==> src/design/ptgrq_pkg.sv <==
// shared types, sizes and status codes for the per-track grouped request queue
// no dependencies; every other file of the block imports this package
package ptgrq_pkg;

	// table sizes
	localparam int MAX_TRACKS  = 16;
	localparam int QUEUE_DEPTH = 16;

	// derived widths
	localparam int SLOT_W    = $clog2(MAX_TRACKS);
	localparam int USED_W    = $clog2(MAX_TRACKS + 1);
	localparam int PTR_W     = $clog2(QUEUE_DEPTH);
	localparam int FILL_W    = $clog2(QUEUE_DEPTH + 1);
	localparam int TAG_DEPTH = MAX_TRACKS * QUEUE_DEPTH;
	localparam int ADDR_W    = $clog2(TAG_DEPTH);

	// field widths
	localparam int TRACK_W = 16;
	localparam int TAG_W   = 16;
	localparam int PEND_W  = 9;
	localparam int STAT_W  = 2;

	// action codes
	localparam logic ACT_ADD  = 1'b0;
	localparam logic ACT_TAKE = 1'b1;

	// result status codes
	localparam logic [STAT_W-1:0] ST_ADDED  = 2'd0;
	localparam logic [STAT_W-1:0] ST_SERVED = 2'd1;
	localparam logic [STAT_W-1:0] ST_EMPTY  = 2'd2;
	localparam logic [STAT_W-1:0] ST_FULL   = 2'd3;

	// update request into the slot table
	typedef struct packed {
		logic               add_en;
		logic               take_en;
		logic               new_slot;
		logic [SLOT_W-1:0]  slot;
		logic [TRACK_W-1:0] track;
	} slot_cmd_t;

	// search results out of the slot table
	typedef struct packed {
		logic               hit;
		logic [SLOT_W-1:0]  hit_slot;
		logic               hit_full;
		logic [PTR_W-1:0]   hit_wr_ptr;
		logic               table_full;
		logic [SLOT_W-1:0]  next_free;
		logic               any_ready;
		logic [SLOT_W-1:0]  ready_slot;
		logic [PTR_W-1:0]   ready_rd_ptr;
		logic [TRACK_W-1:0] ready_track;
		logic [USED_W-1:0]  used;
	} slot_stat_t;

	// flat tag memory address of one queue entry
	function automatic logic [ADDR_W-1:0] tag_addr(logic [SLOT_W-1:0] slot,
		logic [PTR_W-1:0] ptr);
		tag_addr = ADDR_W'(slot) * ADDR_W'(QUEUE_DEPTH) + ADDR_W'(ptr);
	endfunction

	// queue pointer advance with wrap
	function automatic logic [PTR_W-1:0] next_ptr(logic [PTR_W-1:0] p);
		next_ptr = (p == PTR_W'(QUEUE_DEPTH - 1)) ? '0 : p + PTR_W'(1);
	endfunction

endpackage

==> src/design/ptgrq_tag_ram.sv <==
// tag memory: one queue of request tags per slot, laid out slot by slot
// one write port, one read port with registered data; uses ptgrq_pkg
module ptgrq_tag_ram (
	input  logic                          clk,
	input  logic                          we,
	input  logic [ptgrq_pkg::ADDR_W-1:0]  waddr,
	input  logic [ptgrq_pkg::TAG_W-1:0]   wdata,
	input  logic                          re,
	input  logic [ptgrq_pkg::ADDR_W-1:0]  raddr,
	output logic [ptgrq_pkg::TAG_W-1:0]   rdata
);
	import ptgrq_pkg::*;

	logic [TAG_W-1:0] mem [TAG_DEPTH];

	// write port
	always_ff @(posedge clk) begin
		if (we) begin
			mem[waddr] <= wdata;
		end
	end

	// read port, registered data, holds until the next read
	always_ff @(posedge clk) begin
		if (re) begin
			rdata <= mem[raddr];
		end
	end

endmodule

==> config.mk <==
export PLATFORM = sky130hd
export DESIGN_NAME = ptgrq_tag_ram
export DESIGN_NICKNAME = d
export VERILOG_FILES = /design/src/design/ptgrq_pkg.sv /design/src/design/ptgrq_tag_ram.sv
export SDC_FILE = /design/constraint.sdc
export NUM_CORES = 2
export LEC_CHECK = 0
export BUFFER_PORTS_ARGS = -buffer_cell sky130_fd_sc_hd__buf_2
export CELL_PAD_IN_SITES_DETAIL_PLACEMENT = 0
export CELL_PAD_IN_SITES_GLOBAL_PLACEMENT = 1
export CORE_MARGIN = 2
export CORE_UTILIZATION = 25
export DETAILED_ROUTE_END_ITERATION = 6
export PLACE_DENSITY_LB_ADDON = 0.1
export SYNTH_ARGS = -nofsm -noshare
export SYNTH_HDL_FRONTEND = slang
export SYNTH_SLANG_ARGS = --single-unit
==> constraint.sdc <==
create_clock -name clk -period 3.75 [get_ports clk]
set_clock_uncertainty 0.1 [all_clocks]
set_input_delay 0.9375 -clock clk [delete_from_list [all_inputs] [get_ports clk]]
set_output_delay 0.9375 -clock clk [all_outputs]
set_load 0.02 [all_outputs]
Word-level counts from Yosys, hierarchy flattened --
Memories as Yosys holds them, arrays and structs flattened. A register that Yosys moved wholly into a read port is not among the register bits. Index checks and enable logic that the tools add are counted.
Storage, ports and cells: flip-flop bits (word level) 0, bits of input ports 35, logic and storage cells 3, memory bits (writable) 4096, memories 1, latch bits 0, bits in read-only memories 0
Memories:
- mem | words 256, width 16, rd ports 1, clocked after memory_dff 1, wr ports 1, line ptgrq_tag_ram.sv:14 | logic [TAG_W-1:0] mem [TAG_DEPTH];
Operators by class: add/sub/neg operators 0, multiplexer cells 2, shift-type cells 0, multipliers 0, equal/unequal tests 0, divide/modulo/power cells 0, reduce and logical (&&, ||, !) cells 0, bitwise gates (word level) 0, magnitude comparators 0
Operator list (number):
- 1-bit two-way mux | 2

Longest topological paths before layout --
depth after elaboration 2, gate-level depth with buffers 12

Least setup slack after synthesis --
OpenSTA, ideal clock, no wires.
kind input-to-reg, start point input raddr[0] (netlist name), end point register rdata[4] (netlist name), read port of mem (data pin), cell stages on the path 8, setup time 265 ps, buffers on the path 3, setup slack 464 ps, arrival time 2921 ps, path through buf_6 buf_6 buf_2 mux4_2 mux4_2 a22o_1 o32ai_2 nor4_2
RTL lines:
- from (decl) | line ptgrq_tag_ram.sv:9 | input logic [ptgrq_pkg::ADDR_W-1:0] raddr,
- to (decl) | line ptgrq_tag_ram.sv:10 | output logic [ptgrq_pkg::TAG_W-1:0] rdata

==> impl_results.md <==
- Synth Cell Area: 0.159 mm^2
- # fillers: 61135
- Multi-input logic area: 0.0334 mm^2
- WL per Instance: 31.4 um
- I/O pins: 51
- Mapped Nets: 7395
- Initial Util: 25.1%
- Root buffer cell: clkbuf_16
- TritonCTS clock tree: done
- Final Util: 30.9%
- Number of global-route vias before repair: 84403
- Lkg Pwr: 0.0626 uW
- Clock Path Buffers: 4
- Tightest Pin Transition: 1150 ps
- #FFs+latches synth: 4112
- Ranking of synthesized cells by area: edfxtp_1, mux4_2, mux2i_1, o221ai_1, nor2_1
- First-pass GRT wire length: 747000 um
- Layout cells sized above 1: 34.1%
- IO Port Bufs: 50
- Final Power: 103000 uW
- Total Wirelength: 551000 um
- Placed cell area: 0.180 mm^2
- Count of final hold-check violations: 0
- Vias per cell: 4.64
- GR Overflow Total: 0
- Worst Path Arrival: 4320 ps
- Required @ worst endpoint: 4380 ps
- Final nets: 8774
- EDFF count, synth: 4112
- DIE AREA: 0.642 mm^2
- GRT Max-Usage Layer: met2
- Post-CTS Setup Repair Bufs: 0
- VDD IR-drop max: 0.406 mV
- CP max FO: 16
- Cts repair resizes: 2
- Final non-filler cell area: 0.195 mm^2
- CORE AREA: 0.633 mm^2
- Synthesis Warnings: 0
- Pwr/cell area: 525 mW/mm^2
- Worst setup margin: 63.8 ps
- Register clock-pin slew on the reported worst setup and hold paths: 60 ps
- Die height: 801 um
- Crit share post-route: 98.3%
- Total CTS buffers: 476
- Predominant post-synthesis flop cell: edfxtp_1
- Clk sink count: 4112
- M2 GR Usage: 27.7%
- Drt first pass iters: 6
- Startpoint types: input port
- DIE WIDTH: 801 um
- Area Overhead vs Synth: 23.0%
- Type of destination of the critical path: flop
- Peak Freq: 271 MHz
- Dominant cell type by area after synthesis: edfxtp_1
- Cell count after synthesis: 7360
- Row count: 292
- Initial antenna violation count: 60
- RD Place Congestion: 0.796
- DRC viols: 0
- H-tree levels: 5
- Initial DRC Count: 7121
- Netlist cell types: 51
- Final setup fails: 0
- Clk_lat worst skew: 1070 ps
- Hold buffers post-CTS: 0
- DRT antenna net count: 0
- Share of the synthesized area in the top cell type: 77.7%
- Pins Over Slew Limit: 0
- Total GRT Usage: 16.7%
- Reg area: 0.123 mm^2
- Largest net degree at the start of global routing: 101
- Via count: 81302
- Status: complete, no violations
- Seq/Total Area, Yosys: 77.7%
- Type of the worst setup path: input port to flop
- Hold WS: 149 ps
- Dpl ws: -1320 ps
- Minimum clock period: 3690 ps
- Worst Hold Class: input port to flop
- Ys async rst share: 0%
- GR Util met1: 23.4%
- Met3 usage: 2.30%
- Slew HR: 23.4%
- Max-cap violation count: 0
- Syn Area/Cell: 21.6 um^2
- DP Wirelength: 356000 um
- Unrepaired setup endpoints after global routing: false
==> power breakdown <==
part	switching (uW)	total, uW	internal (uW)
clock	19200	45600	26400
combinational	3810	6130	2320
sequential	64.9	50800	50700
total	23100	103000	79400
==> cells by family after synthesis <==
| group | after synthesis | share of synthesized area (%) |
|---|---|---|
| muxes | 1450 | 15.5 |
| buffers and inverters | 456 | 1.69 |
| and+or+nand+nor | 556 | 1.57 |
| DFF | 4112 | 77.7 |
| AOI/OAI and AO/OA | 786 | 3.53 |
==> area by class of cell <==
| type | instances | share of cell area [%] |
|---|---|---|
| sequential | 4112 | 63.2 |
| multi-input combinational | 2792 | 17.1 |
| timing repair buffer | 1353 | 6.51 |
| clock buffer | 579 | 6.32 |
| tap | 8379 | 5.37 |
| clock inverter | 298 | 1.48 |
| antenna | 22 | 0.0282 |
| inverter | 4 | 0.0141 |
==> state kept, by name, indices dropped and copies added (netlist names) <==
register,count
rdata,16
mem,4096
==> cells in the mapped netlist (38+ instances only) <==
library cell / count
mux4_2: 797
o22ai_1: 148
mux2_2: 88
buf_2: 76
edfxtp_1: 4112
nor3_1: 92
buf_6: 77
a21oi_1: 175
clkbuf_1: 230
nor2_1: 304
a22oi_1: 43
mux2i_1: 565
nand2_1: 38
o221ai_1: 252
==> metal layers <==
layer  share of wire (%)  wire length (um)
met4                 2.3             12600
met3                 4.4             24300
met1                  46            251000
met2                  48            263000
met5               0.011                58
==> through the flow <==
stage	setup TNS, ps	cells
5_1_grt	0	17518
3_5_place_dp	-12260	16640
2_1_floorplan	0	7360
4_1_cts	0	17517
6_report	0	17539
3_3_place_gp	-12620	16640
==> final timing paths <==
path,cells past startpoint,to,start,slack [ps]
setup / recovery,10,rdata[3],raddr[0],60
hold / removal,1,mem[51][12],wdata[12],150
setup reg to reg,7,rdata[0],mem[11][0],300
hold reg to reg,5,rdata[10],mem[230][10],1150
==> worst max-delay path, stage by stage <==
cell	delay [ps]
buf_12	150
buf_12	160
buf_4	320
mux4_2	540
mux2_2	280
a22oi_1	620
buf_4	220
nand2_1	110
o32ai_2	760
nor4_1	160
==> cell usage in the layout, fill, tap and decap left out, drive strengths merged, types with 2 or more instances in the layout <==
| cell | count |
|---|---|
| a2111oi | 6 |
| a211oi | 18 |
| a21o | 2 |
| a21oi | 175 |
| a221oi | 28 |
| a22o | 32 |
| a22oi | 43 |
| a31oi | 6 |
| and2 | 2 |
| and3 | 11 |
| and4 | 2 |
| buf | 1353 |
| bufinv | 45 |
| clkbuf | 579 |
| clkinv | 235 |
| clkinvlp | 8 |
| diode | 22 |
| edfxtp | 4112 |
| inv | 14 |
| mux2 | 88 |
| mux2i | 565 |
| mux4 | 797 |
| nand2 | 38 |
| nand2b | 3 |
| nand3 | 35 |
| nand4 | 26 |
| nand4b | 3 |
| nor2 | 304 |
| nor2b | 9 |
| nor3 | 92 |
| nor4 | 18 |
| nor4bb | 2 |
| o21ai | 38 |
| o221ai | 253 |
| o22ai | 148 |
| o31ai | 16 |
| o32ai | 21 |
| or2 | 5 |
| or3 | 2 |
No activity file was read; power rests on OpenSTA's default activity.
