**src/design/ptgrq_pkg.sv**
```systemverilog
// shared types, sizes and status codes for the per-track grouped request queue
// no dependencies; every other file of the block imports this package
package ptgrq_pkg;

	// table sizes
	localparam int MAX_TRACKS  = 16;
	localparam int QUEUE_DEPTH = 16;

	// derived widths
	localparam int SLOT_W    = $clog2(MAX_TRACKS);
	localparam int USED_W    = $clog2(MAX_TRACKS + 1);
	localparam int PTR_W     = $clog2(QUEUE_DEPTH);
	localparam int FILL_W    = $clog2(QUEUE_DEPTH + 1);
	localparam int TAG_DEPTH = MAX_TRACKS * QUEUE_DEPTH;
	localparam int ADDR_W    = $clog2(TAG_DEPTH);

	// field widths
	localparam int TRACK_W = 16;
	localparam int TAG_W   = 16;
	localparam int PEND_W  = 9;
	localparam int STAT_W  = 2;

	// action codes
	localparam logic ACT_ADD  = 1'b0;
	localparam logic ACT_TAKE = 1'b1;

	// result status codes
	localparam logic [STAT_W-1:0] ST_ADDED  = 2'd0;
	localparam logic [STAT_W-1:0] ST_SERVED = 2'd1;
	localparam logic [STAT_W-1:0] ST_EMPTY  = 2'd2;
	localparam logic [STAT_W-1:0] ST_FULL   = 2'd3;

	// update request into the slot table
	typedef struct packed {
		logic               add_en;
		logic               take_en;
		logic               new_slot;
		logic [SLOT_W-1:0]  slot;
		logic [TRACK_W-1:0] track;
	} slot_cmd_t;

	// search results out of the slot table
	typedef struct packed {
		logic               hit;
		logic [SLOT_W-1:0]  hit_slot;
		logic               hit_full;
		logic [PTR_W-1:0]   hit_wr_ptr;
		logic               table_full;
		logic [SLOT_W-1:0]  next_free;
		logic               any_ready;
		logic [SLOT_W-1:0]  ready_slot;
		logic [PTR_W-1:0]   ready_rd_ptr;
		logic [TRACK_W-1:0] ready_track;
		logic [USED_W-1:0]  used;
	} slot_stat_t;

	// flat tag memory address of one queue entry
	function automatic logic [ADDR_W-1:0] tag_addr(logic [SLOT_W-1:0] slot,
		logic [PTR_W-1:0] ptr);
		tag_addr = ADDR_W'(slot) * ADDR_W'(QUEUE_DEPTH) + ADDR_W'(ptr);
	endfunction

	// queue pointer advance with wrap
	function automatic logic [PTR_W-1:0] next_ptr(logic [PTR_W-1:0] p);
		next_ptr = (p == PTR_W'(QUEUE_DEPTH - 1)) ? '0 : p + PTR_W'(1);
	endfunction

endpackage

```
**src/design/ptgrq_slot_table.sv**
```systemverilog
// slot table: owning track, fill level and queue pointers of each slot
// track match and first non-empty slot search; uses ptgrq_pkg
module ptgrq_slot_table (
	input  logic                   clk,
	input  logic                   arst_n,
	input  ptgrq_pkg::slot_cmd_t   cmd,
	output ptgrq_pkg::slot_stat_t  stat
);
	import ptgrq_pkg::*;

	logic [TRACK_W-1:0] track_q [MAX_TRACKS];
	logic [FILL_W-1:0]  fill_q  [MAX_TRACKS];
	logic [PTR_W-1:0]   rd_q    [MAX_TRACKS];
	logic [PTR_W-1:0]   wr_q    [MAX_TRACKS];
	logic [USED_W-1:0]  used_q;

	// lowest taken slot owning the track, lowest taken slot with work
	always_comb begin
		stat = '0;
		for (int s = MAX_TRACKS - 1; s >= 0; s--) begin
			if (USED_W'(s) < used_q) begin
				if (track_q[s] == cmd.track) begin
					stat.hit      = 1'b1;
					stat.hit_slot = SLOT_W'(s);
				end
				if (fill_q[s] != '0) begin
					stat.any_ready  = 1'b1;
					stat.ready_slot = SLOT_W'(s);
				end
			end
		end
		stat.hit_full     = fill_q[stat.hit_slot] == FILL_W'(QUEUE_DEPTH);
		stat.hit_wr_ptr   = wr_q[stat.hit_slot];
		stat.ready_rd_ptr = rd_q[stat.ready_slot];
		stat.ready_track  = track_q[stat.ready_slot];
		stat.table_full   = used_q == USED_W'(MAX_TRACKS);
		stat.next_free    = used_q[SLOT_W-1:0];
		stat.used         = used_q;
	end

	// owning track, written once when a slot is claimed
	always_ff @(posedge clk) begin
		if (cmd.add_en && cmd.new_slot) begin
			track_q[cmd.slot] <= cmd.track;
		end
	end

	// fill levels, pointers and slot count
	always_ff @(posedge clk or negedge arst_n) begin
		if (!arst_n) begin
			used_q <= '0;
			for (int s = 0; s < MAX_TRACKS; s++) begin
				fill_q[s] <= '0;
				rd_q[s]   <= '0;
				wr_q[s]   <= '0;
			end
		end else if (cmd.add_en) begin
			fill_q[cmd.slot] <= fill_q[cmd.slot] + FILL_W'(1);
			wr_q[cmd.slot]   <= next_ptr(wr_q[cmd.slot]);
			if (cmd.new_slot) begin
				used_q <= used_q + USED_W'(1);
			end
		end else if (cmd.take_en) begin
			fill_q[cmd.slot] <= fill_q[cmd.slot] - FILL_W'(1);
			rd_q[cmd.slot]   <= next_ptr(rd_q[cmd.slot]);
		end
	end

endmodule

```
**config.mk**
```make
export PLATFORM = sky130hd
export DESIGN_NAME = ptgrq_slot_table
export DESIGN_NICKNAME = d
export VERILOG_FILES = /design/src/design/ptgrq_pkg.sv /design/src/design/ptgrq_slot_table.sv
export SDC_FILE = /design/constraint.sdc
export NUM_CORES = 1
export LEC_CHECK = 0
export BUFFER_PORTS_ARGS = -buffer_cell sky130_fd_sc_hd__buf_2
export CORE_AREA = 2 2 260 262
export CTS_CLUSTER_SIZE = 24
export DETAILED_ROUTE_END_ITERATION = 16
export DIE_AREA = 0 0 262 264
export MAX_ROUTING_LAYER = met4
export PLACE_DENSITY = 0.58
export SETUP_SLACK_MARGIN = 0.2
export SLEW_MARGIN = 30
export SYNTH_ARGS = -nofsm -noshare
export SYNTH_HDL_FRONTEND = slang
export SYNTH_SLANG_ARGS = --single-unit
```
**constraint.sdc**
```tcl
create_clock -name clk -period 5.1 [get_ports clk]
set_input_delay 1.02 -clock clk [delete_from_list [all_inputs] [get_ports clk]]
set_output_delay 1.02 -clock clk [all_outputs]
set_load 0.01 [all_outputs]
```
### Yosys cells after proc, flatten, opt, wreduce, memory -nomap -nowiden

Memory sizes are Yosys's and may differ from the RTL's.
Index checks and enable logic that the tools add are counted.

* multiplexer cells: 96
* $add $sub $neg: 5
* bitwise operators: 4
* reductions and logical operators: 21
* equality and inequality tests: 20
* order comparisons: 20

Operators by type and width (count)
* $mux W5: 69
* $eq A16 B16 Y1: 16
* $bwmux W80: 2
* $mux W80: 2
* $bwmux W64: 2
* $reduce_bool A5 Y1: 16
* $bmux W4 S4: 4
* $mux W4: 11
* $bmux W5 S4: 2
* $lt A4 B5 Y1 const A: 8
* $demux W5 S4: 1
* $lt A3 B5 Y1 const A: 4
* $demux W4 S4: 1
* $ge A5 B5 Y1 const B: 3
* $not A4 Y5: 3
* $add A5 B1 Y5 const B: 2
* $eq A5 B5 Y1 const B: 2
* $lt A1 B5 Y1 const A: 2
* $lt A2 B5 Y1 const A: 2
* $add A4 B1 Y4 const B: 2
* $eq A4 B4 Y1 const B: 2
* $lt A5 B1 Y1 const B: 1
* $sub A5 B1 Y5 const B: 1
* $reduce_and A2 Y1: 2
* other kinds (4): 6

* output and inout bits: 45
* memories kept: 1
* bits in registers: 213
* RAM bits: 256

Memory list
* track_q: depth 16, width 16, read ports 17, clocked after Yosys merged registers in 0, wr ports 1, line ptgrq_slot_table.sv:11 `logic [TRACK_W-1:0] track_q [MAX_TRACKS];`

### Longest topological paths before layout

Gate-level depths: netlist (run 1).

* depth in word-level cells: 38
* depth in mapped cells: 15
* mapped depth without buffers: 12

### Worst setup path after synthesis (run 1)

OpenSTA, ideal clock, no wires.

* kind: input to output
* from: in cmd[9] (netlist bit)
* to: out stat[39] (netlist bit)
* stages: 12
* slack: 0.426 ns
* arrival time: 3.654 ns
* cells stage by stage: buf_2 > xor2_1 > or4_1 > nor4_1 > a21bo_2 > a221o_1 > a21oi_1 > nor3_1 > mux2_2 > mux2_2 > o211ai_1 > mux2i_1

RTL lines
* from (decl): line ptgrq_slot_table.sv:6 `input ptgrq_pkg::slot_cmd_t cmd,`
* to (decl): line ptgrq_slot_table.sv:7 `output ptgrq_pkg::slot_stat_t stat`

==> results of run 1 <==
==> flip-flops by register name, indices dropped and copies added (netlist names), named ones only <==
name and cells:
fill_q 64, wr_q 64, used_q 5, rd_q 64, track_q 256
==> placed cells by master, fill, tap and decap left out, drive strengths merged, types with 66 or more instances in the layout <==
cell type    n
clkbuf      69
mux2       146
buf        476
a21oi      104
xor2       139
mux4       117
nand2      129
nor2       168
edfxtp     256
nand3       71
o21ai       66
dfrtp      213
xnor2      129
==> critical path, cell delays in order <==
cell                       delay, ps
sky130_fd_sc_hd__buf_12          120
sky130_fd_sc_hd__buf_12          140
sky130_fd_sc_hd__buf_8           120
sky130_fd_sc_hd__buf_4           130
sky130_fd_sc_hd__buf_4           120
sky130_fd_sc_hd__xor2_1          160
sky130_fd_sc_hd__or3b_1          370
sky130_fd_sc_hd__or3_1           410
sky130_fd_sc_hd__nand4_1         120
sky130_fd_sc_hd__o2111a_2        260
sky130_fd_sc_hd__buf_6           120
sky130_fd_sc_hd__nor2_4           60
sky130_fd_sc_hd__buf_6           140
sky130_fd_sc_hd__or4_1           520
sky130_fd_sc_hd__a31oi_4         220
sky130_fd_sc_hd__nor3_2           50
sky130_fd_sc_hd__buf_2           140
==> where the power goes <==
part,switching (mW),internal [mW]
combinational,3.47,3.49
clock,1.62,2.06
sequential,0.622,4.68
total,5.70,10.2
==> cell families (layout without fill, tap and decap cells) <==
kind of cell / after synthesis / in the layout / share of synthesized area
AND/OR/NAND/NOR: 667 / 669 / 0.134
flip-flops: 469 / 469 / 0.494
multiplexers: 304 / 304 / 0.178
AO/OA/AOI/OAI: 286 / 286 / 0.0666
XOR/XNOR: 268 / 268 / 0.0894
buffers and inverters: 182 / 618 / 0.0346
adder cells (fa/ha/maj): 7 / 7 / 0.00323
other: 0 / 2 / 0
==> what timing repair did <==
| action | CTS | global route |
|---|---|---|
| setup buffers | 49 | 12 |
| endpoints found under the setup margin | 29 | 26 |
| hold buffers | 0 | 0 |
| gates resized for setup | 268 | 113 |
| pin swaps | 74 | 67 |
| gates cloned | 8 | 0 |
==> synthesized netlist by cell type (57+ instances only) <==
cell / n
sky130_fd_sc_hd__a21oi_1: 104
sky130_fd_sc_hd__dfrtp_1: 213
sky130_fd_sc_hd__edfxtp_1: 256
sky130_fd_sc_hd__mux2_2: 146
sky130_fd_sc_hd__mux4_2: 117
sky130_fd_sc_hd__nand2_1: 129
sky130_fd_sc_hd__nand3_1: 70
sky130_fd_sc_hd__nand4_1: 57
sky130_fd_sc_hd__nor2_1: 167
sky130_fd_sc_hd__o21ai_0: 62
sky130_fd_sc_hd__xnor2_1: 129
sky130_fd_sc_hd__xor2_1: 138
==> through the flow <==
stage          setup slack [ps]  std cells
6_report                   -167       3496
5_1_grt                    -282       3495
3_5_place_dp               -880       3327
2_1_floorplan               426       2183
3_3_place_gp               -835       3327
4_1_cts                    -128       3482
==> metal layers <==
metal / track usage / vias up / wire length [um]
met5: - / - / 0
met4: 0.0977 / 0 / 3790
met2: 0.431 / 921 / 44300
met3: 0.0403 / 195 / 6290
li1: - / 8997 / -
met1: 0.372 / 10708 / 39700
==> how the worst max path moves through the flow <==
stage,cells after the start,endpoint,from
after floorplan,12,stat[39],cmd[9]
after global placement,16,stat[35],cmd[14]
after detailed placement,16,stat[35],cmd[14]
after CTS,16,stat[39],cmd[9]
after global routing,16,stat[35],cmd[2]
final,17,stat[35],cmd[9]
==> final cells by class <==
cell class / instances / share of cell area
Multi-Input combinational cell: 1534 / 0.406
Inverter: 42 / 0.00461
Timing Repair Buffer: 478 / 0.128
Tap cell: 873 / 0.0319
Clock buffer: 69 / 0.0426
Sequential cell: 469 / 0.381
Antenna cell: 2 / 0.000146
Clock inverter: 29 / 0.00538
==> Implementation_results.wiki, run 1 <==
{| class="wikitable"
! Metric !! Value
|-
| Clock sink total || 469
|-
| Crit path required time || 4080 ps
|-
| NumNets Final || 2,610
|-
| Post-synthesis instance total || 2,183
|-
| Initial antenna violation count || 2
|-
| Setup repair after global routing missed its margin || true
|-
| Run status || finished, violations left
|-
| Number of slew-limit violations in the final report || 0
|-
| DRC Markers || 0
|-
| Crit path arrival time || 4250 ps
|-
| Synth area leader || sky130_fd_sc_hd__edfxtp_1
|-
| Smallest hold slack || 400 ps
|-
| Final ANT Viol Nets || 0
|-
| Count of maximum capacitance violations || 0
|-
| Cell area reported after detailed placement || 0.0300 mm2
|-
| Std cell rows || 95
|-
| Count of different cell masters after synthesis || 84
|-
| Die span in y || 264 um
|-
| Die footprint || 0.0692 mm2
|-
| Initial Util || 0.396
|-
| I/O pin count || 70
|-
| Maximum root-to-sink buffer count || 3
|-
| Maximum fanout along the worst path || 8
|-
| HPWL Detailed || 67,100 um
|-
| Startpoint type of the worst setup path || primary input
|-
| Min Clock Period, post-route || 5270 ps
|-
| Overall routed net length || 94,100 um
|-
| First-pass GRT wire length || 138,000 um
|-
| Largest net degree at the start of global routing || 116
|-
| Capturing point of the worst reg2reg path || fill_q[79]
|-
| GR Util All Layers || 0.277
|-
| Worst-case clock skew || 18.3 ps
|-
| Average size of a mapped cell || 12.1 um2
|-
| Classification of the worst-slack hold path || in2async
|-
| Core Area || 0.0666 mm2
|-
| Final Wtd Congestion || 0.966
|-
| Count of flip-flops with a built-in enable after synthesis || 256
|-
| Final hold vios || 0
|-
| Cell at the root of the clock tree || sky130_fd_sc_hd__clkbuf_16
|-
| Filler Cells Inserted || 5,750
|-
| Drt first-iter violations || 2,288
|-
| Slew of the pin with the lowest slew margin || 1100 ps
|-
| Worst-case register-to-register setup slack || 1790 ps
|-
| Final core utilization || 0.514
|-
| Post-layout power || 15.9 mW
|-
| Area fraction of the dominant cell type after synthesis || 0.292
|-
| Detailed-route via count || 20.8k
|-
| Top cells by area, synth || sky130_fd_sc_hd__edfxtp_1 29%, sky130_fd_sc_hd__dfrtp_1 20%, sky130_fd_sc_hd__mux4_2 10%
|-
| Layout Area Growth over Synthesis || 30.0%
|-
| Most used flip-flop cell after synthesis || sky130_fd_sc_hd__edfxtp_1
|-
| TNS Setup || -646 ps
|-
| Die Width || 262 um
|-
| Synthesis-stage register bit count || 469
|-
| Area occupied by multi-input gates || 0.0139 mm2
|-
| Sequential-to-total area share from yosys stat || 0.494
|-
| H-tree Lvls || 2
|-
| Per-cell via count in the routed design || 5.96
|-
| Area used by sequential logic in the layout || 0.0130 mm2
|-
| Share of layout cells above drive strength 1 || 0.409
|-
| Async set-or-reset flop fraction in the synthesized netlist || 0.454
|-
| Worst rel slew slack || 0.255
|-
| Syn Std Cell Area || 0.0263 mm2
|-
| Total clock buffers created by CTS || 54
|-
| Clock edge transition at the registers on the reported setup and hold paths || 70 ps
|-
| Vias in the first global route || 20.7k
|-
| Violated checks || setup timing
|-
| Clock insertion delay at the later pin of the skew report || 610 ps
|-
| Highest attainable clock frequency || 190 MHz
|-
| Kind of end point of the critical path || primary output
|-
| Average detailed-routed wire length per instance || 26.9 um
|-
| Final design instance area without fill || 0.0342 mm2
|-
| Power Dens Cells || 466 mW/mm2
|-
| # setup viols final || 5
|-
| Post-synthesis net count || 2,214
|-
| Crit path setup slack, layout || -167 ps
|-
| Static Leakage || 13.3 nW
|-
| Class of the most critical setup path || in2out
|-
| Router iterations before antenna repair || 8
|-
| Path depth of the worst reg2reg path || 9
|-
| Final worst-path cycle share || 1.03
|-
| TritonCTS clock tree || yes
|-
| Quantity of I/O buffers inserted on ports || 69
|-
| Number of warning messages in the yosys log || 0
|-
| Overflow after GRT || 0
|-
| Worst supply voltage drop on vdd || 0.351 mV
|}
Power figures use the tool's default switching activity.
==> run 2: changes to the inputs <==
--- a/config.mk
+++ b/config.mk
@@ -12,8 +12,9 @@
 export DIE_AREA = 0 0 262 264
 export MAX_ROUTING_LAYER = met4
 export PLACE_DENSITY = 0.58
+export REMOVE_ABC_BUFFERS = 1
 export SETUP_SLACK_MARGIN = 0.2
-export SLEW_MARGIN = 30
+export SLEW_MARGIN = 20
 export SYNTH_ARGS = -nofsm -noshare
 export SYNTH_HDL_FRONTEND = slang
 export SYNTH_SLANG_ARGS = --single-unit
==> run 2 against run 1 <==
- the run still ends with setup timing left
- global-route usage decreased by 0.071 points
- combinational power increased by 5.3%
- fmax increased by 0.28%
- sequential cell count unchanged
- register-to-register slack got worse by 40 ps
- first-iteration DRC count decreased by 11%
- non-clock buffer count decreased by 21
- sequential share of layout area decreased by 0.22 points
- wire length decreased by 0.12%
- via count decreased by 0.58%
- critical path type unchanged
==> Implementation_results.wiki, run 2 (synthesis results as in run 1) <==
{| class="wikitable"
! Metric !! Value
|-
| Maximum fanout along the worst path || 8 (unchanged)
|-
| CP top delay family || simple AND/OR/NAND/NOR gates
|-
| Top routing layer in use || met4
|-
| Core Area || 0.0666 mm2 (unchanged)
|-
| Min Clock Period, post-route || 5250 ps (-15.0 ps)
|-
| Setup slack after placement || -568 ps (+312 ps)
|-
| Crit path required time || 4080 ps (about the same)
|-
| Buf/Inv on CP || 6 (-2)
|-
| Share of layout cells above drive strength 1 || 0.402 (-0.00647)
|-
| Std cell rows || 95 (unchanged)
|-
| Clock insertion delay at the later pin of the skew report || 640 ps (+30 ps)
|-
| Path depth of the worst reg2reg path || 8 (-1)
|-
| Area used by sequential logic in the layout || 0.0130 mm2 (about the same)
|-
| Worst-case clock skew || 13.9 ps (-4.44 ps)
|-
| # setup viols final || 5 (unchanged)
|-
| Crit path setup slack, layout || -152 ps (+15.0 ps)
|-
| Cell at the root of the clock tree || sky130_fd_sc_hd__clkbuf_16
|-
| Final Wtd Congestion || 0.983 (+1.8%)
|-
| Layout Area Growth over Synthesis || 30.7%
|-
| Die Width || 262 um (unchanged)
|-
| Detailed-route via count || 20.7k (-0.58%)
|-
| Worst supply voltage drop on vdd || 0.379 mV (+8.1%)
|-
| Static Leakage || 13.4 nW (+0.60%)
|-
| Clock sink total || 469 (unchanged)
|-
| Router iterations before antenna repair || 6 (-2)
|-
| Initial antenna violation count || 2 (unchanged)
|-
| Power Dens Cells || 490 mW/mm2 (+5.1%)
|-
| Detailed-routed wire length on met2 || 44,100 um (-0.28%)
|-
| HPWL Detailed || 66,000 um (-1.6%)
|-
| Die span in y || 264 um (unchanged)
|-
| Slowest cell on crit path || sky130_fd_sc_hd__or4_4
|-
| WP depth || 17 (unchanged)
|-
| Final worst-path cycle share || 1.03 (-0.00294)
|-
| First-pass GRT wire length || 138,000 um (-0.22%)
|-
| NumNets Final || 2,590 (-0.77%)
|-
| Count of maximum capacitance violations || 0 (unchanged)
|-
| Class of the most critical setup path || in2out
|-
| Average detailed-routed wire length per instance || 27.0 um (+0.31%)
|-
| Final hold vios || 0 (unchanged)
|-
| Setup repair after global routing missed its margin || true
|-
| Run status || finished, violations left
|-
| Maximum root-to-sink buffer count || 3 (unchanged)
|-
| Register with the highest flop count || track_q
|-
| Initial Util || 0.396 (unchanged)
|-
| Highest attainable clock frequency || 190 MHz (+0.28%)
|-
| TritonCTS clock tree || yes
|-
| Peak per-stage delay on the critical path || 550 ps (+30 ps)
|-
| Crit path arrival time || 4230 ps (-20 ps)
|-
| Per-cell via count in the routed design || 5.95 (-0.15%)
|-
| DRC Markers || 0 (unchanged)
|-
| Clock edge transition at the registers on the reported setup and hold paths || 60 ps (about the same)
|-
| Post-route met1 wirelength || 39,000 um (-1.7%)
|-
| Worst rel slew slack || 0.369 (+0.115)
|-
| Kind of end point of the critical path || primary output
|-
| I/O pin count || 70 (unchanged)
|-
| Area occupied by multi-input gates || 0.0138 mm2 (-0.50%)
|-
| GR Util All Layers || 0.277 (-0.000715)
|-
| Flip-flop count of the largest register after layout || 256 (unchanged)
|-
| Slew of the pin with the lowest slew margin || 933 ps (-170 ps)
|-
| Overflow after GRT || 0 (unchanged)
|-
| CTS Hold Bufs || 0 (unchanged)
|-
| Violated checks || setup timing
|-
| Quantity of I/O buffers inserted on ports || 69 (unchanged)
|-
| Die footprint || 0.0692 mm2 (unchanged)
|-
| Classification of the worst-slack hold path || in2async
|-
| Final Instance Count excl. Fillers || 3,481 (-0.43%)
|-
| Drt first-iter violations || 2,026 (-11%)
|-
| Most frequent CP cell || sky130_fd_sc_hd__buf_4
|-
| Total clock buffers created by CTS || 55 (+1.9%)
|-
| Overall routed net length || 93,900 um (-0.12%)
|-
| Filler Cells Inserted || 5,766 (+0.28%)
|-
| Placed insts || 3,269 (-1.7%)
|-
| Vias in the first global route || 20.7k (-0.10%)
|-
| Worst path cell trace || buf_6 > xor2_1 > or4_4 > nor4_4 > buf_4 > a32oi_1 > o21ba_2 > o2111ai_4 > a221o_1 > buf_12 > buf_4 > nand3_2 > nand3_2 > a21oi_2 > nor3_2 > buf_4 > buf_2
|-
| H-tree Lvls || 2 (unchanged)
|-
| Largest net degree at the start of global routing || 116 (unchanged)
|-
| Commonest cells after routing, fill and taps aside || 304 x sky130_fd_sc_hd__buf_4, 256 x sky130_fd_sc_hd__edfxtp_1, 210 x sky130_fd_sc_hd__dfrtp_1
|-
| Commonest non-fill, non-tap cell in the layout || sky130_fd_sc_hd__buf_4
|-
| Number of slew-limit violations in the final report || 0 (unchanged)
|-
| Startpoint type of the worst setup path || primary input
|-
| Amount of wire on met3 after detailed routing || 6860 um (+9.1%)
|-
| Final ANT Viol Nets || 0 (unchanged)
|}
==> run 2: repair_timing <==
| action | CTS | global route |
|---|---|---|
| pin swaps | 72 | 65 |
| endpoints found under the setup margin | 26 | 26 |
| setup buffers | 62 | 29 |
| cloned | 9 | 6 |
| gates resized for setup | 252 | 134 |
==> run 2: path summary, 6_finish.rpt <==
kind | from | slack (ps) | end
min in group clk | wr_q[44] | 500 | wr_q[44]
worst max-delay path | cmd[15] | -150 | stat[38]
worst min register to register | wr_q[44] | 500 | wr_q[44]
worst max register to register | register | 1750 | fill_q[12]
max in group asynchronous | arst_n | 3480 | rd_q[14]
worst min-delay path | arst_n | 470 | wr_q[33]
==> run 2: area by class of cell <==
cell class	count	area share
Multi-Input combinational cell	1534	0.402
Sequential cell	469	0.378
Clock buffer	69	0.0433
Timing Repair Buffer	457	0.127
Antenna cell	2	0.000145
Inverter	42	0.00465
Tap cell	873	0.0317
Clock inverter	35	0.0121
==> run 2: worst register-to-register path, delay by kind of cell (launching register included) <==
kind | cells | cell delay [ps]
xor+xnor | 1 | 680
compound gates | 2 | 260
buf+inv | 2 | 430
flops | 1 | 390
mux | 2 | 1170
fa+ha+maj | 1 | 340
==> run 2: per-layer routing <==
layer | vias to the layer above | global-route usage
met5 | - | -
met4 | 0 | 0.0973
met3 | 173 | 0.0437
met2 | 921 | 0.428
met1 | 10628 | 0.370
li1 | 8979 | -
==> run 2: metrics by stage <==
step           hold slack, ps  power, mW  TNS, ps  area (um2)   util
2_1_floorplan             461       8.00  -161780       25600      -
3_3_place_gp              474       10.6    -2290       29600  0.444
3_5_place_dp              484       10.7    -2390       29600  0.444
4_1_cts                   500       16.2     -351       33400  0.501
5_1_grt                   527       17.5    -1230       34400  0.517
6_report                  473       16.9     -636       34400  0.517
==> run 2: report_power, final <==
part / total, mW / switching (mW) / internal, mW
clock network: 4.21 / 1.69 / 2.52
logic: 7.33 / 3.58 / 3.76
registers: 5.31 / 0.631 / 4.68
==> run 3: changes to the inputs <==
--- a/config.mk
+++ b/config.mk
@@ -10,6 +10,7 @@
 export CTS_CLUSTER_SIZE = 24
 export DETAILED_ROUTE_END_ITERATION = 16
 export DIE_AREA = 0 0 262 264
+export GPL_TIMING_DRIVEN = 0
 export MAX_ROUTING_LAYER = met4
 export PLACE_DENSITY = 0.58
 export REMOVE_ABC_BUFFERS = 1
==> run 3 against run 2 <==
- clock power is 4% lower
- first-iteration DRC count is 0.69% lower
- critical path depth is 3 lower
- largest power group unchanged
- the flow still finishes with violations (setup timing)
==> Implementation_results.wiki, run 3 (synthesis results as in run 1) <==
{| class="wikitable"
! Metric !! Value
|-
| Run status || finished, violations left
|-
| Violated checks || setup timing
|-
| Clock sink total || 469 (unchanged)
|-
| Initial Util || 0.396 (unchanged)
|-
| Core Area || 0.0666 mm2 (unchanged)
|-
| Die footprint || 0.0692 mm2 (unchanged)
|-
| Most frequent CP cell || sky130_fd_sc_hd__buf_4
|-
| Layer with the highest usage || met2
|-
| Slowest cell on crit path || sky130_fd_sc_hd__or4_4
|-
| Die Width || 262 um (unchanged)
|-
| Clock edge transition at the registers on the reported setup and hold paths || 60 ps (about the same)
|-
| Static Leakage || 12.8 nW (-4.7%)
|-
| Setup repair after global routing missed its margin || true
|-
| Worst rel slew slack || 0.258 (-0.112)
|-
| Flip-flop count of the largest register after layout || 256 (unchanged)
|-
| H-tree Lvls || 2 (unchanged)
|-
| First-pass GRT wire length || 140,000 um (+1.4%)
|-
| Std cell rows || 95 (unchanged)
|-
| Share of layout cells above drive strength 1 || 0.362 (-0.0400)
|-
| Worst path cell trace || buf_16 > xor2_4 > or4_4 > nor4_4 > a21bo_2 > a221o_1 > buf_4 > buf_4 > a41o_1 > and2_2 > or2_2 > o22ai_1 > nor3_2 > buf_2
|-
| Power Dens Cells || 483 mW/mm2 (-1.4%)
|-
| Router iterations before antenna repair || 6 (unchanged)
|-
| Class of the most critical setup path || in2out
|-
| Detailed-route via count || 20.5k (-0.83%)
|-
| Per-cell via count in the routed design || 6.21 (+4.4%)
|-
| Drt first-iter violations || 2,012 (-0.69%)
|-
| Maximum fanout along the worst path || 7 (-1)
|-
| Crit path arrival time || 4300 ps (+70 ps)
|-
| Slew of the pin with the lowest slew margin || 1110 ps (+172 ps)
|-
| Average detailed-routed wire length per instance || 29.1 um (+7.8%)
|-
| Met2 Resource Use GR || 0.435 (+0.00685)
|-
| Commonest non-fill, non-tap cell in the layout || sky130_fd_sc_hd__edfxtp_1
|-
| Vias in the first global route || 20.5k (-0.89%)
|-
| Final hold vios || 0 (unchanged)
|-
| Quantity of I/O buffers inserted on ports || 69 (unchanged)
|-
| Crit path required time || 4080 ps (about the same)
|-
| Register with the highest flop count || track_q
|-
| CP Launch Point || cmd[14]
|-
| Worst-case clock skew || 14.4 ps (+0.503 ps)
|-
| # setup viols final || 6 (+1)
|-
| Crit path setup slack, layout || -216 ps (-64.2 ps)
|-
| Startpoint type of the worst setup path || primary input
|-
| Count of maximum capacitance violations || 0 (unchanged)
|-
| Number of slew-limit violations in the final report || 0 (unchanged)
|-
| Total clock buffers created by CTS || 54 (-1.8%)
|-
| NumNets Final || 2,418 (-6.6%)
|-
| Global routing met3 resource utilization || 0.0459 (+0.00221)
|-
| Post-layout power || 16.3 mW (-3.5%)
|-
| Largest net degree at the start of global routing || 94 (-19%)
|-
| Maximum root-to-sink buffer count || 3 (unchanged)
|-
| GR Util All Layers || 0.283 (+0.00629)
|-
| Final Wtd Congestion || 0.915 (-6.9%)
|-
| Filler Cells Inserted || 5,727 (-0.68%)
|-
| HPWL Detailed || 61,600 um (-6.6%)
|-
| Die span in y || 264 um (unchanged)
|-
| Commonest cells after routing, fill and taps aside || 256 x sky130_fd_sc_hd__edfxtp_1, 208 x sky130_fd_sc_hd__dfrtp_1, 151 x sky130_fd_sc_hd__nor2_1
|-
| Kind of end point of the critical path || primary output
|-
| Smallest hold slack || 300 ps (-173 ps)
|-
| Cell at the root of the clock tree || sky130_fd_sc_hd__clkbuf_16
|-
| TritonCTS clock tree || yes
|-
| CTS Hold Bufs || 0 (unchanged)
|-
| Met1 track demand over resource || 0.368 (-0.00190)
|-
| Final worst-path cycle share || 1.04 (+0.0126)
|-
| Overflow after GRT || 0 (unchanged)
|-
| Classification of the worst-slack hold path || in2async
|-
| Layout Area Growth over Synthesis || 27.9%
|-
| Peak per-stage delay on the critical path || 520 ps (-30 ps)
|-
| I/O pin count || 70 (unchanged)
|-
| Worst supply voltage drop on vdd || 0.343 mV (-9.5%)
|-
| Overall routed net length || 96,200 um (+2.4%)
|-
| Worst-case register-to-register setup slack || 1570 ps (-180 ps)
|-
| Highest attainable clock frequency || 188 MHz (-1.2%)
|-
| DRC Markers || 0 (unchanged)
|-
| Clock insertion delay at the later pin of the skew report || 620 ps (-20 ps)
|-
| Initial antenna violation count || 3 (+1)
|-
| Min Clock Period, post-route || 5320 ps (+64.2 ps)
|-
| Final ANT Viol Nets || 0 (unchanged)
|}
-- run 3: metrics by stage --
step,instance area (um2),utilization,worst slack [ps],setup TNS (ps),std cells
floorplan,25600,-,-8050,-161780,2043
global placement,27000,0.406,-14670,-771090,2985
detailed placement,28100,0.422,-2080,-15370,3037
CTS,32800,0.492,-55.5,-83.3,3264
global route,33700,0.506,-232,-1480,3307
finish,33700,0.506,-216,-699,3308
-- run 3: critical path, delay by kind of cell --
family	cells	cell delay (ps)
AOI/OAI and AO/OA	4	840
xor gates and xnor gates	1	170
buffers and inverters	4	610
and+or+nand+nor	5	1650
-- run 3: what timing repair did --
item | CTS | global route
pin swaps | 91 | 58
setup endpoints to repair | 31 | 25
resized for setup | 305 | 88
buffers inserted | 107 | 36
cloned | 21 | 3
-- run 3: layout make-up --
class / instances / area [um2] / area share
antenna: 5 / 12.5 / 0.000372
tap: 873 / 1090 / 0.0324
timing repair buffer: 283 / 3510 / 0.104
clock buffer: 74 / 1530 / 0.0454
clock inverter: 25 / 282 / 0.00836
inverter: 42 / 164 / 0.00487
sequential: 469 / 13000 / 0.387
multi-input combinational: 1537 / 14100 / 0.417
-- run 3: final timing paths --
path                         endpoint  cells past startpoint
setup reg to reg           fill_q[79]                      7
min in group clk             rd_q[38]                      2
hold / removal               wr_q[33]                      1
setup / recovery             stat[37]                     14
hold reg to reg              rd_q[38]                      2
max in group asynchronous    rd_q[15]                      3
-- run 3: layer usage --
layer	up-vias	wire, um
met5	-	0
met2	1112	44900
met3	273	8080
met1	10507	37700
met4	0	5470
li1	8637	-
-- run 3: power breakdown --
part           leakage (nW)  total (mW)  internal (mW)  switching, mW
clock network         0.889        4.05           2.39           1.67
registers              4.95        5.33           4.69          0.644
logic                  6.93        6.87           3.45           3.43
